==> src/hw/rtl/gregorian_date_step_assert.svh <==
// ----------------------------------------------------------------------------
// Gregorian date step assertion macros
// Concurrent assertion wrappers that compile away under synthesis.
// ----------------------------------------------------------------------------
`ifndef GREGORIAN_DATE_STEP_ASSERT_SVH
`define GREGORIAN_DATE_STEP_ASSERT_SVH
`ifndef SYNTHESIS
// Same-cycle implication.
`define GDS_ASSERT_COMB(label, clk, rst_n, ante, cons) \
    label: assert property (@(posedge clk) disable iff (!rst_n) (ante) |-> (cons)) \
        else $error("gregorian_date_step: assertion failed");
// Next-cycle implication.
`define GDS_ASSERT_NEXT(label, clk, rst_n, ante, cons) \
    label: assert property (@(posedge clk) disable iff (!rst_n) (ante) |=> (cons)) \
        else $error("gregorian_date_step: assertion failed");
`else
`define GDS_ASSERT_COMB(label, clk, rst_n, ante, cons)
`define GDS_ASSERT_NEXT(label, clk, rst_n, ante, cons)
`endif
`endif

==> src/hw/rtl/gds_pkg.sv <==
// ----------------------------------------------------------------------------
// gds_pkg
// Widths, reciprocal constants and month tables for the date step block.
// ----------------------------------------------------------------------------
`default_nettype none

package gds_pkg;

    localparam int DAY_W  = 5;
    localparam int MON_W  = 4;
    localparam int YEAR_W = 15;
    localparam int ORD_W  = 9;
    localparam int WEEK_W = 6;

    // Quotient of |year| / 25, exact for |year| up to 2^14.
    localparam int Q25_W       = 10;
    localparam int RECIP25     = 5243;
    localparam int RECIP25_SH  = 17;
    localparam int PROD25_W    = 28;
    localparam int CENT_FACTOR = 25;

    // Quotient of ordinal day / 7, exact for values up to 366.
    localparam int RECIP7    = 293;
    localparam int RECIP7_SH = 11;
    localparam int PROD7_W   = 18;

    localparam logic [MON_W-1:0] MON_JAN = 4'd1;
    localparam logic [MON_W-1:0] MON_FEB = 4'd2;
    localparam logic [MON_W-1:0] MON_DEC = 4'd12;
    localparam logic [DAY_W-1:0] DAY_FIRST = 5'd1;
    localparam logic [DAY_W-1:0] DAY_DEC_LAST = 5'd31;

    function automatic logic [DAY_W-1:0] month_len(
        input logic [MON_W-1:0] mon,
        input logic             leap
    );
        logic [DAY_W-1:0] len;
        case (mon)
            4'd2:                      len = leap ? 5'd29 : 5'd28;
            4'd4, 4'd6, 4'd9, 4'd11:   len = 5'd30;
            default:                   len = 5'd31;
        endcase
        return len;
    endfunction

    // Days in the months before mon.
    function automatic logic [ORD_W-1:0] days_before(
        input logic [MON_W-1:0] mon,
        input logic             leap
    );
        logic [ORD_W-1:0] base;
        case (mon)
            4'd1:    base = 9'd0;
            4'd2:    base = 9'd31;
            4'd3:    base = 9'd59;
            4'd4:    base = 9'd90;
            4'd5:    base = 9'd120;
            4'd6:    base = 9'd151;
            4'd7:    base = 9'd181;
            4'd8:    base = 9'd212;
            4'd9:    base = 9'd243;
            4'd10:   base = 9'd273;
            4'd11:   base = 9'd304;
            4'd12:   base = 9'd334;
            default: base = 9'd0;
        endcase
        if (leap && mon > MON_FEB) begin
            base = base + 9'd1;
        end
        return base;
    endfunction

endpackage

`default_nettype wire

==> src/hw/rtl/gds_in_if.sv <==
// ----------------------------------------------------------------------------
// gds_in_if
// Date input channel: valid/ready handshake with one date as payload.
// ----------------------------------------------------------------------------
`default_nettype none

interface gds_in_if;
    import gds_pkg::*;

    logic                     valid;
    logic                     ready;
    logic [DAY_W-1:0]         day_in;
    logic [MON_W-1:0]         month_in;
    logic signed [YEAR_W-1:0] year_in;

    modport source (output valid, output day_in, output month_in, output year_in,
                    input ready);
    modport sink   (input valid, input day_in, input month_in, input year_in,
                    output ready);
endinterface

`default_nettype wire

==> src/hw/rtl/gds_out_if.sv <==
// ----------------------------------------------------------------------------
// gds_out_if
// Result channel: valid/ready handshake carrying the date step result.
// ----------------------------------------------------------------------------
`default_nettype none

interface gds_out_if;
    import gds_pkg::*;

    logic                     valid;
    logic                     ready;
    logic [DAY_W-1:0]         next_day_of_month;
    logic [MON_W-1:0]         next_month_num;
    logic signed [YEAR_W-1:0] next_year_num;
    logic [DAY_W-1:0]         prev_day_of_month;
    logic [MON_W-1:0]         prev_month_num;
    logic signed [YEAR_W-1:0] prev_year_num;
    logic                     leap_flag;
    logic [ORD_W-1:0]         ordinal_day;
    logic [WEEK_W-1:0]        week_of_year;
    logic                     date_valid;

    modport source (output valid, output next_day_of_month, output next_month_num,
                    output next_year_num, output prev_day_of_month,
                    output prev_month_num, output prev_year_num, output leap_flag,
                    output ordinal_day, output week_of_year, output date_valid,
                    input ready);
    modport sink   (input valid, input next_day_of_month, input next_month_num,
                    input next_year_num, input prev_day_of_month,
                    input prev_month_num, input prev_year_num, input leap_flag,
                    input ordinal_day, input week_of_year, input date_valid,
                    output ready);
endinterface

`default_nettype wire

==> src/hw/rtl/gregorian_date_step.sv <==
// ----------------------------------------------------------------------------
// gregorian_date_step
// Next day, previous day, leap flag, day of year and week of one date.
// ----------------------------------------------------------------------------
// The block takes one Gregorian date per clock unless its output stalls.
// It is a four-stage pipeline: the absolute year and its reciprocal product
// for division by 25; the leap decision and month table lookups; rollover
// and the day of year; the division by seven and the output register. Each
// stage holds its own valid bit and takes new data whenever it is empty or
// its successor moves, so bubbles close up and a stalled output still lets
// the earlier stages fill. Invalid dates produce a result with every field
// zero.
`default_nettype none

`include "gregorian_date_step_assert.svh"

module gregorian_date_step (
    input wire logic i_clk,
    input wire logic i_rst_n,
    gds_in_if.sink   i_in,
    gds_out_if.source o_out
);
    import gds_pkg::*;

    // Handshake chain.
    logic w_en1, w_en2, w_en3, w_en4;
    logic r1_v, r2_v, r3_v, r4_v;

    assign w_en4 = !r4_v || o_out.ready;
    assign w_en3 = !r3_v || w_en4;
    assign w_en2 = !r2_v || w_en3;
    assign w_en1 = !r1_v || w_en2;
    assign i_in.ready = w_en1;

    always_ff @(posedge i_clk) begin
        if (!i_rst_n) begin
            r1_v <= 1'b0;
            r2_v <= 1'b0;
            r3_v <= 1'b0;
            r4_v <= 1'b0;
        end else begin
            if (w_en1) r1_v <= i_in.valid;
            if (w_en2) r2_v <= r1_v;
            if (w_en3) r3_v <= r2_v;
            if (w_en4) r4_v <= r3_v;
        end
    end

    // Stage 1: absolute year and reciprocal product.
    logic [YEAR_W-1:0]        n1_abs;
    logic [PROD25_W-1:0]      w_prod25;
    logic [DAY_W-1:0]         r1_day;
    logic [MON_W-1:0]         r1_mon;
    logic signed [YEAR_W-1:0] r1_year;
    logic [YEAR_W-1:0]        r1_abs;
    logic [Q25_W-1:0]         r1_q25;

    assign n1_abs   = i_in.year_in[YEAR_W-1] ? (~i_in.year_in + 1'b1) : i_in.year_in;
    assign w_prod25 = PROD25_W'(n1_abs) * PROD25_W'(RECIP25);

    always_ff @(posedge i_clk) begin
        if (w_en1) begin
            r1_day  <= i_in.day_in;
            r1_mon  <= i_in.month_in;
            r1_year <= i_in.year_in;
            r1_abs  <= n1_abs;
            r1_q25  <= w_prod25[RECIP25_SH +: Q25_W];
        end
    end

    // Stage 2: leap decision, validity and month table lookups.
    logic             w_leap;
    logic [DAY_W-1:0] n2_len;
    logic             n2_valid;
    logic [DAY_W-1:0]         r2_day;
    logic [MON_W-1:0]         r2_mon;
    logic signed [YEAR_W-1:0] r2_year;
    logic [DAY_W-1:0]         r2_len;
    logic [DAY_W-1:0]         r2_prev_len;
    logic [ORD_W-1:0]         r2_cum;
    logic                     r2_leap;
    logic                     r2_valid;

    gds_leap u_leap (
        .i_abs_year (r1_abs),
        .i_q25      (r1_q25),
        .o_leap     (w_leap)
    );

    always_comb begin
        n2_len   = month_len(r1_mon, w_leap);
        n2_valid = (r1_mon inside {[MON_JAN:MON_DEC]}) && (r1_day >= DAY_FIRST)
                   && (r1_day <= n2_len);
    end

    always_ff @(posedge i_clk) begin
        if (w_en2) begin
            r2_day      <= r1_day;
            r2_mon      <= r1_mon;
            r2_year     <= r1_year;
            r2_len      <= n2_len;
            r2_prev_len <= month_len(r1_mon - 1'b1, w_leap);
            r2_cum      <= days_before(r1_mon, w_leap);
            r2_leap     <= w_leap;
            r2_valid    <= n2_valid;
        end
    end

    // Stage 3: rollover in both directions and day of year.
    logic [DAY_W-1:0]         n3_nd, n3_pd;
    logic [MON_W-1:0]         n3_nm, n3_pm;
    logic signed [YEAR_W-1:0] n3_ny, n3_py;
    logic [DAY_W-1:0]         r3_nd, r3_pd;
    logic [MON_W-1:0]         r3_nm, r3_pm;
    logic signed [YEAR_W-1:0] r3_ny, r3_py;
    logic [ORD_W-1:0]         r3_ord;
    logic                     r3_leap;
    logic                     r3_valid;

    always_comb begin
        n3_nd = r2_day + 1'b1;
        n3_nm = r2_mon;
        n3_ny = r2_year;
        if (r2_day == r2_len) begin
            n3_nd = DAY_FIRST;
            if (r2_mon == MON_DEC) begin
                n3_nm = MON_JAN;
                n3_ny = r2_year + 1'b1;
            end else begin
                n3_nm = r2_mon + 1'b1;
            end
        end
        n3_pd = r2_day - 1'b1;
        n3_pm = r2_mon;
        n3_py = r2_year;
        if (r2_day == DAY_FIRST) begin
            if (r2_mon == MON_JAN) begin
                n3_pd = DAY_DEC_LAST;
                n3_pm = MON_DEC;
                n3_py = r2_year - 1'b1;
            end else begin
                n3_pd = r2_prev_len;
                n3_pm = r2_mon - 1'b1;
            end
        end
    end

    always_ff @(posedge i_clk) begin
        if (w_en3) begin
            r3_nd    <= n3_nd;
            r3_nm    <= n3_nm;
            r3_ny    <= n3_ny;
            r3_pd    <= n3_pd;
            r3_pm    <= n3_pm;
            r3_py    <= n3_py;
            r3_ord   <= r2_cum + ORD_W'(r2_day);
            r3_leap  <= r2_leap;
            r3_valid <= r2_valid;
        end
    end

    // Stage 4: week number and zeroing of invalid dates into the output register.
    logic [PROD7_W-1:0]       w_prod7;
    logic [WEEK_W-1:0]        n4_week;
    logic [DAY_W-1:0]         r4_nd, r4_pd;
    logic [MON_W-1:0]         r4_nm, r4_pm;
    logic signed [YEAR_W-1:0] r4_ny, r4_py;
    logic [ORD_W-1:0]         r4_ord;
    logic [WEEK_W-1:0]        r4_week;
    logic                     r4_leap;
    logic                     r4_valid;

    assign w_prod7 = PROD7_W'(r3_ord) * PROD7_W'(RECIP7);
    assign n4_week = w_prod7[RECIP7_SH +: WEEK_W] + 1'b1;

    always_ff @(posedge i_clk) begin
        if (w_en4) begin
            r4_nd    <= r3_valid ? r3_nd : '0;
            r4_nm    <= r3_valid ? r3_nm : '0;
            r4_ny    <= r3_valid ? r3_ny : '0;
            r4_pd    <= r3_valid ? r3_pd : '0;
            r4_pm    <= r3_valid ? r3_pm : '0;
            r4_py    <= r3_valid ? r3_py : '0;
            r4_ord   <= r3_valid ? r3_ord : '0;
            r4_week  <= r3_valid ? n4_week : '0;
            r4_leap  <= r3_valid && r3_leap;
            r4_valid <= r3_valid;
        end
    end

    assign o_out.valid             = r4_v;
    assign o_out.next_day_of_month = r4_nd;
    assign o_out.next_month_num    = r4_nm;
    assign o_out.next_year_num     = r4_ny;
    assign o_out.prev_day_of_month = r4_pd;
    assign o_out.prev_month_num    = r4_pm;
    assign o_out.prev_year_num     = r4_py;
    assign o_out.leap_flag         = r4_leap;
    assign o_out.ordinal_day       = r4_ord;
    assign o_out.week_of_year      = r4_week;
    assign o_out.date_valid        = r4_valid;

    // An empty output register must leave the whole pipeline open.
    `GDS_ASSERT_COMB(a_ready_when_empty, i_clk, i_rst_n, !o_out.valid, i_in.ready)
    // An accepted transaction always lands in the first stage.
    `GDS_ASSERT_NEXT(a_accept_lands, i_clk, i_rst_n, i_in.valid && i_in.ready, r1_v)
    // An invalid date carries zero days, day of year, week and leap flag.
    `GDS_ASSERT_COMB(a_invalid_zero, i_clk, i_rst_n, o_out.valid && !o_out.date_valid, (o_out.next_day_of_month == '0) && (o_out.prev_day_of_month == '0) && (o_out.ordinal_day == '0) && (o_out.week_of_year == '0) && !o_out.leap_flag)
    // A valid date has a nonzero day of year and week.
    `GDS_ASSERT_COMB(a_valid_nonzero, i_clk, i_rst_n, o_out.valid && o_out.date_valid, (o_out.ordinal_day != '0) && (o_out.week_of_year != '0))

endmodule

`default_nettype wire

==> src/hw/rtl/gds_leap.sv <==
// ----------------------------------------------------------------------------
// gds_leap
// Leap-year decision from |year| and the precomputed quotient |year| / 25.
// ----------------------------------------------------------------------------
`default_nettype none

module gds_leap (
    input  wire logic [gds_pkg::YEAR_W-1:0] i_abs_year,
    input  wire logic [gds_pkg::Q25_W-1:0]  i_q25,
    output      logic                       o_leap
);
    import gds_pkg::*;

    logic [YEAR_W-1:0] w_rem25;
    logic              w_div25;
    logic              w_div4;
    logic              w_div16;

    // Divisible by 100 means by 4 and 25; by 400 means by 16 and 25.
    assign w_rem25 = i_abs_year - YEAR_W'(YEAR_W'(i_q25) * YEAR_W'(CENT_FACTOR));
    assign w_div25 = (w_rem25 == '0);
    assign w_div4  = (i_abs_year[1:0] == 2'b00);
    assign w_div16 = (i_abs_year[3:0] == 4'b0000);
    assign o_leap  = (w_div4 && !w_div25) || (w_div16 && w_div25);

endmodule

`default_nettype wire
==> src/flat_wrapper.sv <==
// flat-port wrapper written by rule: the top's interface ports become plain ports
module gregorian_date_step_flat import gds_pkg::*;
  (i_clk, i_rst_n, i_in_valid, i_in_day_in, i_in_month_in, i_in_year_in, i_in_ready, o_out_valid, o_out_next_day_of_month, o_out_next_month_num, o_out_next_year_num, o_out_prev_day_of_month, o_out_prev_month_num, o_out_prev_year_num, o_out_leap_flag, o_out_ordinal_day, o_out_week_of_year, o_out_date_valid, o_out_ready);
  gds_in_if i_in_i ();
  gds_out_if o_out_i ();
  input wire logic i_clk;
  input wire logic i_rst_n;
  input wire logic [$bits(i_in_i.valid)-1:0] i_in_valid;
  input wire logic [$bits(i_in_i.day_in)-1:0] i_in_day_in;
  input wire logic [$bits(i_in_i.month_in)-1:0] i_in_month_in;
  input wire logic [$bits(i_in_i.year_in)-1:0] i_in_year_in;
  output wire logic [$bits(i_in_i.ready)-1:0] i_in_ready;
  output wire logic [$bits(o_out_i.valid)-1:0] o_out_valid;
  output wire logic [$bits(o_out_i.next_day_of_month)-1:0] o_out_next_day_of_month;
  output wire logic [$bits(o_out_i.next_month_num)-1:0] o_out_next_month_num;
  output wire logic [$bits(o_out_i.next_year_num)-1:0] o_out_next_year_num;
  output wire logic [$bits(o_out_i.prev_day_of_month)-1:0] o_out_prev_day_of_month;
  output wire logic [$bits(o_out_i.prev_month_num)-1:0] o_out_prev_month_num;
  output wire logic [$bits(o_out_i.prev_year_num)-1:0] o_out_prev_year_num;
  output wire logic [$bits(o_out_i.leap_flag)-1:0] o_out_leap_flag;
  output wire logic [$bits(o_out_i.ordinal_day)-1:0] o_out_ordinal_day;
  output wire logic [$bits(o_out_i.week_of_year)-1:0] o_out_week_of_year;
  output wire logic [$bits(o_out_i.date_valid)-1:0] o_out_date_valid;
  input wire logic [$bits(o_out_i.ready)-1:0] o_out_ready;
  assign i_in_i.valid = i_in_valid;
  assign i_in_i.day_in = i_in_day_in;
  assign i_in_i.month_in = i_in_month_in;
  assign i_in_i.year_in = i_in_year_in;
  assign i_in_ready = i_in_i.ready;
  assign o_out_valid = o_out_i.valid;
  assign o_out_next_day_of_month = o_out_i.next_day_of_month;
  assign o_out_next_month_num = o_out_i.next_month_num;
  assign o_out_next_year_num = o_out_i.next_year_num;
  assign o_out_prev_day_of_month = o_out_i.prev_day_of_month;
  assign o_out_prev_month_num = o_out_i.prev_month_num;
  assign o_out_prev_year_num = o_out_i.prev_year_num;
  assign o_out_leap_flag = o_out_i.leap_flag;
  assign o_out_ordinal_day = o_out_i.ordinal_day;
  assign o_out_week_of_year = o_out_i.week_of_year;
  assign o_out_date_valid = o_out_i.date_valid;
  assign o_out_i.ready = o_out_ready;
  gregorian_date_step u_core (.i_clk(i_clk), .i_rst_n(i_rst_n), .i_in(i_in_i), .o_out(o_out_i));
endmodule
==> config.mk <==
export PLATFORM = sky130hd
export DESIGN_NAME = gregorian_date_step_flat
export DESIGN_NICKNAME = d
export VERILOG_FILES = /design/src/hw/rtl/gds_pkg.sv /design/src/hw/rtl/gds_in_if.sv /design/src/hw/rtl/gds_out_if.sv /design/src/hw/rtl/gregorian_date_step.sv /design/src/hw/rtl/gds_leap.sv /design/src/flat_wrapper.sv
export VERILOG_INCLUDE_DIRS = /design/src /design/src/hw/rtl
export SDC_FILE = /design/constraint.sdc
export NUM_CORES = 1
export LEC_CHECK = 0
export ABC_AREA = 1
export BUFFER_PORTS_ARGS = -buffer_cell sky130_fd_sc_hd__buf_2
export CORE_AREA = 2 2 206 208
export CTS_BUF_LIST = sky130_fd_sc_hd__clkbuf_16
export DETAILED_ROUTE_END_ITERATION = 8
export DIE_AREA = 0 0 208 210
export GPL_ROUTABILITY_DRIVEN = 0
export HOLD_SLACK_MARGIN = 0.12
export PLACE_DENSITY_LB_ADDON = 0.12
export SLEW_MARGIN = 20
export SYNTH_ARGS = -nofsm -noshare
export SYNTH_HDL_FRONTEND = slang
export SYNTH_SLANG_ARGS = --single-unit
export TNS_END_PERCENT = 20
==> constraint.sdc <==
create_clock -name i_clk -period 5.16 [get_ports i_clk]
set_input_delay 0 -clock i_clk [delete_from_list [all_inputs] [get_ports i_clk]]
set_output_delay 0 -clock i_clk [all_outputs]
set_load 0.03 [all_outputs]
==> summary.txt, run 1 <==
Setup path
  • Worst Setup EP: u_core.r1_q25[6]
  • Crit-path cells: dlygate4sd3_1, inv_2, nand3_2, nand3b_1, nor3_2, or2_4, xor2_4, buf_6, fa_1, ha_1, inv_1, fa_1, fa_1, fa_1, inv_1, ha_1, a21oi_2, o21ai_0, a211oi_2, nand3_2, xor2_1
  • RR Startpoint: u_core.r1_q25[6]
  • Worst Path Required: 5.44 ns
  • Worst setup path category: primary input to flip-flop
  • Max stage delay on crit path: 0.58 ns
  • CP Launch Type: primary input
  • Critical Path Source: i_in_year_in[7]
  • CP max stage cell: dlygate4sd3_1
  • FF-to-FF path depth: 18
  • Crit path DAT: 5.21 ns
  • Critical path peak fanout: 8
  • R2r setup slk: 0.62 ns
  • R2r endpoint: u_core.r2_valid
  • Critical Path End Type: flip-flop
  • Cell mode on critical path: fa_1

Logic synthesis
  • Synth Cell Area: about 16000 sq um
  • Largest family of logic cells by synthesized area: adder cells
  • Post-synthesis simple-gate area fraction: 14.50%
  • Number of synthesized register bits: 224
  • Synthesis warning total: 0
  • Post-synth top area share: 38.73%
  • Compound-Gate Fraction of Synth Area: 5.239%
  • Synth Instances: 1669
  • Largest cells by area after synthesis: edfxtp_1, ha_1, fa_1
  • Register area share after synthesis: 40.32%
  • Synth area leader: edfxtp_1
  • Post-synthesis mux area share: 0%
  • Syn avg cell area: between 9 and 10 sq um
  • Netlist cell types: 53
  • Syn Nets: roughly 2000
  • Post-Synth XOR/XNOR Area: 4.367%
  • Adder-cell share of the synthesized area: a little over a quarter

Drt
  • Drt first pass iters: 5
  • Number of DRC markers after the initial detailed-route iteration: 550
  • Via density: 4.599
  • Met2 WL: 15680 um
  • Top routing layer used: met4
  • Routed vias: 11226
  • ANT nets after route: 0
  • DRC violations left: 0
  • Avg WL per Cell: 13.87 um
  • Routed WL: ~34000 um
  • M1 WL: 16150 um
  • Met3 WL post-DR: approximately 1100 um

Die
  • Ports: 95
  • Die Area: between 40000 and 50000 sq um
  • Initial core utilization: 39.44%
  • Row cnt: 75
  • Die Width: 208 um
  • Die Y: approximately 210 um
  • Core Region: 41480 sq um

Global route
  • Largest net degree at the start of global routing: 66
  • Initial antenna violation count: 1
  • Grt ovf: 0
  • First-pass GRT wire length: 56270 um
  • Vias in the first global route: 11200
  • Gr usage total: 15.76%

Clocking
  • H-tree lvl count: 1
  • CTS Buf Count: 26
  • Clock root buffer master: clkbuf_16
  • Clk buf depth: 3
  • CTS tree: done
  • Skew-Pair Late Insertion Delay: 0.54 ns
  • Clock sink total: about 220
  • Clock-pin slew on the worst setup and hold paths: 0.06 ns

Finish
  • Area growth from synthesis to layout: 18.69%
  • Final Cell Area: 19420 sq um
  • N_diodes: 0
  • Layout Nets: 2204
  • Fraction of layout cells with a size suffix above 1: 14.98%

STA
  • Post-layout min period: around 5 ns
  • Skew final: 0.01343 ns
  • RSZ-0062 raised after global routing: false
  • Worst slew margin: 33.67%
  • Part of the cycle the worst path needs: 95.65%
  • Setup WS post-layout: ~0.22 ns
  • Final Setup Violations: 0
  • Max Freq: 0.2026 GHz
  • Worst-margin pin slew: 0.9950 ns
  • Fin Hold WS: 0.1706 ns
  • Final slew viol count: 0
  • Final hold vios: 0

Flow run
  • Max Cap Viol: 0

Placement
  • # port buffers: 94
  • Pre-CTS worst setup slack: -0.2260 ns
  • Hpwl dp: 27120 um
  • Placed inst area: around 18000 sq um

Run status
  • Status: finished, final reports clean

Worst hold path
  • HP Class: primary input to flip-flop
  • Min-delay src: i_in_day_in[0]
-- Yosys cell counts, drive strengths merged --
library cell / instances
nand4: 28
o21bai: 2
o21ai: 60
a21o: 12
o22ai: 2
nand3b: 5
a211oi: 3
fa: 88
edfxtp: 211
a31oi: 4
nor2: 113
xor2: 62
a311oi: 1
a21boi: 2
nand3: 64
buf: 2
nor4b: 1
nor3: 20
dfxtp: 13
and2: 1
o21a: 5
xnor2: 14
nand2: 294
nor4: 6
o211ai: 2
ha: 206
inv: 377
o31ai: 2
or2: 2
clkinv: 2
a21oi: 54
clkbuf: 11
-- state kept, by name, summed over array words and instances, names as in the netlist, 6 cells and up, named ones only --
register and cells:
u_core.r3_ord 9, u_core.r1_year 14, u_core.o_out.ordinal_day 9, u_core.o_out.week_of_year 6, u_core.o_out.prev_year_num 15, u_core.r1_q25 10
u_core.r2_cum 9, u_core.r3_py 15, u_core.r3_ny 15, u_core.o_out.next_year_num 15, u_core.r2_year 15, u_core.r1_abs 15
-- cells in the final DEF (no fill, tap or decap), types with 4 or more instances in the layout --
master           n
inv_1          372
nand2_1        283
edfxtp_1       211
ha_1           203
nor2_1         103
buf_2           92
fa_1            88
buf_4           75
nand3_1         58
xor2_1          57
o21ai_0         46
a21oi_1         46
dlygate4sd3_1   28
clkbuf_16       26
nand4_1         25
nor3_1          15
xnor2_1         13
dfxtp_1         13
a21o_1          12
inv_2           11
o21ai_1         10
nand2_2          8
a21oi_2          8
nand3_2          6
nand3b_1         5
nor2_2           5
o21a_1           5
clkinv_2         5
bufinv_16        5
a31oi_1          4
nor2_4           4
clkinv_1         4
-- cells by family after synthesis --
logic type      after synthesis
xor+xnor                     76
simple gates                534
buf+inv                     392
fa+ha+maj                   294
compound gates              149
flops                       224
-- worst min path at each step --
stage,endpoint,slack (ns),cells past startpoint
after floorplan,u_core.r1_abs[0],0.1,0
after global placement,u_core.r1_day[0],0.18,1
after global routing,u_core.r1_day[2],0.16,2
after detailed placement,u_core.r1_day[0],0.18,1
after CTS,u_core.r1_day[0],0.14,2
final,u_core.r1_day[0],0.17,2
-- timing repair --
action / CTS / global route
setup endpoints to repair: 0 / 10
gates resized for setup: 0 / 49
hold buffers: 28 / 1
hold endpoints to repair: 43 / 1
buffers inserted: 0 / 9
-- final cells by class --
type                       count  area (sq um)
inverter                     379          1424
clock inverter                22         245.2
timing repair buffer         198          1339
sequential                   224          6596
clock buffer                  26         650.6
fill                        3914         22060
tap                          539         674.4
multi-input combinational   1053          8489
-- layer usage --
layer,vias to the layer above,track usage (%)
li1,5827,-
met1,5183,21.89
met2,168,25.97
met3,48,1.996
met4,0,4.549
met5,-,0
-- stage by stage --
step	util, %	setup TNS [ns]	cells
finish	46.82	0	2441
global route	46.82	0	2441
CTS	46.20	0	2433
detailed placement	43.36	-1.381	2357
global placement	43.36	-1.224	2357
floorplan	-	0	1669
-- critical path: cells and delay by family --
kind            cells  cell delay (ns)
buf+inv             5             0.92
fa+ha+maj           6             2.55
xor+xnor            2             0.32
simple gates        5             0.79
compound gates      3             0.61
Power of run 1 is left out: the tool's default activity adds up to more than one toggle a clock period on the data nets, which glitch-free logic cannot reach.
==> run 2: changes to the inputs <==
PLACE_DENSITY = 0.54   (was unset)
PLACE_DENSITY_LB_ADDON = unset   (was 0.12)
==> run 2 against run 1 <==
Compared with the run above:
- critical path depth rose by 1
- cell area barely moved
- worst setup slack got worse by 0.037 ns
- critical path type unchanged
- fmax fell by 0.74%
- count of clock-buffer cells in the layout rose by 1
- global-route usage fell by 0.46 points
==> summary.txt, run 2 (same netlist as run 1, synthesis figures left out) <==
STA
  • Fin Setup TNS: 0 ns
  • Worst-margin pin slew: 0.9251 ns
  • Max Freq: between 0.2 and 0.25 GHz
  • Fin Hold WS: 0.1941 ns
  • RSZ-0062 raised after global routing: true
  • Final Setup Violations: 0
  • Part of the cycle the worst path needs: between 90% and 100%
  • Final slew viol count: 0
  • Post-layout min period: ~5.0 ns
  • Worst slew margin: between 30% and 40%
  • Final hold vios: 0
  • Skew final: 0.01424 ns

Drt
  • Routed WL: 33080 um
  • ANT nets after route: 0
  • Routed vias: 11213
  • Drt first pass iters: 8
  • Via density: 4.595
  • DRC violations left: 0
  • Number of DRC markers after the initial detailed-route iteration: about 460
  • Avg WL per Cell: 13.56 um

Global route
  • Gr usage total: 15.30%
  • First-pass GRT wire length: between 50000 and 60000 um
  • Grt ovf: 0
  • Met2 Use GR: 26.10%
  • Met3 Use GR: under 10%
  • Global routing's busiest layer: met2
  • Vias in the first global route: roughly 11000
  • Initial antenna violation count: 0
  • Largest net degree at the start of global routing: 65
  • GR Util met1: 20.77%

Die
  • Die Width: 208 um
  • Row cnt: between 70 and 80
  • Die Area: 43680 sq um
  • Core Region: 41480 sq um
  • Initial core utilization: around two fifths
  • Ports: 95
  • Die Y: between 200 and 250 um

Finish
  • N_diodes: 0
  • Commonest non-fill, non-tap cell in the layout: inv_1
  • Commonest cells after routing, fill and taps aside: inv_1, nand2_1, edfxtp_1, ha_1, nor2_1
  • Area growth from synthesis to layout: 18.60%
  • Fraction of layout cells with a size suffix above 1: between 10 and 15%
  • # fillers: between 3000 and 4000
  • Layout Nets: 2205

Worst hold path
  • Hold endpoint: u_core.r1_day[1]
  • Min-delay src: i_in_day_in[1]
  • HP Class: primary input to flip-flop
  • WHS Path Cells: 2

Clocking
  • Clock root buffer master: clkbuf_16
  • Clock-pin slew on the worst setup and hold paths: 0.05 ns
  • Skew-Pair Late Insertion Delay: 0.53 ns
  • CTS tree: done
  • CTS Buf Count: 26
  • Clk buf depth: 3
  • H-tree lvl count: 1
  • Clock sink total: between 200 and 250

Setup path
  • R2r endpoint: u_core.r2_valid
  • FF-to-FF path depth: 18
  • Cell mode on critical path: fa_1
  • Critical path peak fanout: 8
  • CP Launch Type: primary input
  • Max stage delay on crit path: approximately 0.56 ns
  • Top delay family on crit path: adder cells
  • Crit path buf inv count: 6
  • Worst Path Required: 5.43 ns
  • RR Startpoint: u_core.r1_q25[6]
  • Crit-path cells: dlygate4sd3_1, buf_2, inv_1, nand3_2, nand3b_1, nor3_2, or2_4, xor2_4, buf_6, fa_1, ha_1, inv_1, fa_1, fa_1, fa_1, inv_1, ha_1, a21oi_2, o21ai_1, a211oi_1, nand3_1, xor2_1
  • R2r setup slk: 0.66 ns
  • CP max stage cell: fa_1
  • Crit path DAT: approximately 5.2 ns
  • Worst setup path category: primary input to flip-flop
  • Critical Path End Type: flip-flop

Placement
  • # port buffers: 94
  • Hpwl dp: 26650 um

Run status
  • Status: finished, final reports clean

Flow run
  • Max Cap Viol: 0
==> run 2: cell count changes in the layout (fill, tap and decap cells not counted), sizes merged <==
cell | previous run | this run
clkinv | 10 | 11
inv | 385 | 380
bufinv | 5 | 6
clkbuf | 26 | 27
buf | 169 | 170
dlygate4sd3 | 28 | 29
dlymetal6s4s | 1 | 0
==> run 2: worst max-delay path by stage <==
stage | from | end | slack [ns] | cells past startpoint
after floorplan | i_in_year_in[2] | u_core.r1_q25[9] | 0.01 | 26
after global placement | i_in_year_in[0] | u_core.r1_q25[9] | -0.25 | 29
after detailed placement | i_in_year_in[0] | u_core.r1_q25[9] | -0.31 | 28
after CTS | i_in_year_in[8] | u_core.r1_q25[9] | 0.02 | 26
after global routing | i_in_year_in[8] | u_core.r1_q25[5] | -0.09 | 26
final | i_in_year_in[8] | u_core.r1_q25[6] | 0.19 | 22
==> run 2: per-layer routing <==
| metal | vias to the layer above | wire, um |
|---|---|---|
| met5 | - | 0 |
| met4 | 0 | 511 |
| met3 | 46 | 1069 |
| met2 | 161 | 15840 |
| met1 | 5183 | 15660 |
| li1 | 5823 | - |
==> run 2: cell type report <==
cell class / count / area [sq um] / area share, %
clock buffer: 27 / 675.6 / 3.482
clock inverter: 19 / 257.7 / 1.328
inverter: 379 / 1424 / 7.338
multi-input combinational: 1053 / 8399 / 43.29
sequential: 224 / 6596 / 34.00
tap: 539 / 674.4 / 3.476
timing repair buffer: 199 / 1376 / 7.093
==> run 2: timing repair <==
action / CTS / global route
setup buffers: 0 / 3
gates resized for setup: 0 / 27
hold buffers: 29 / 0
hold endpoints to repair: 45 / 0
endpoints found under the setup margin: 0 / 10
==> run 2: worst register-to-register path, cell delays in order, from the launching register on <==
cell      delay, ns
edfxtp_1       0.49
ha_1           0.36
fa_1           0.50
fa_1           0.56
inv_1          0.04
ha_1           0.34
a21oi_1        0.30
o21ai_0        0.10
or2_2          0.29
nand2_1        0.07
nand2_1        0.05
nand2_1        0.06
nor2_1         0.04
nand3_1        0.10
nand2_2        0.09
a21oi_1        0.25
ha_1           0.27
a211oi_1       0.23
a211oi_1       0.09
==> run 2: stage by stage <==
step                utilization (%)  cell area [sq um]  setup slack (ns)  instances
floorplan                         -              16380           0.01498       1669
global placement              43.54              18060           -0.2474       2362
detailed placement            43.54              18060           -0.3087       2362
CTS                           46.49              19280           0.01571       2437
global route                  46.78              19400          -0.08551       2440
finish                        46.78              19400            0.1880       2440
Power of run 2 is left out for the same reason.
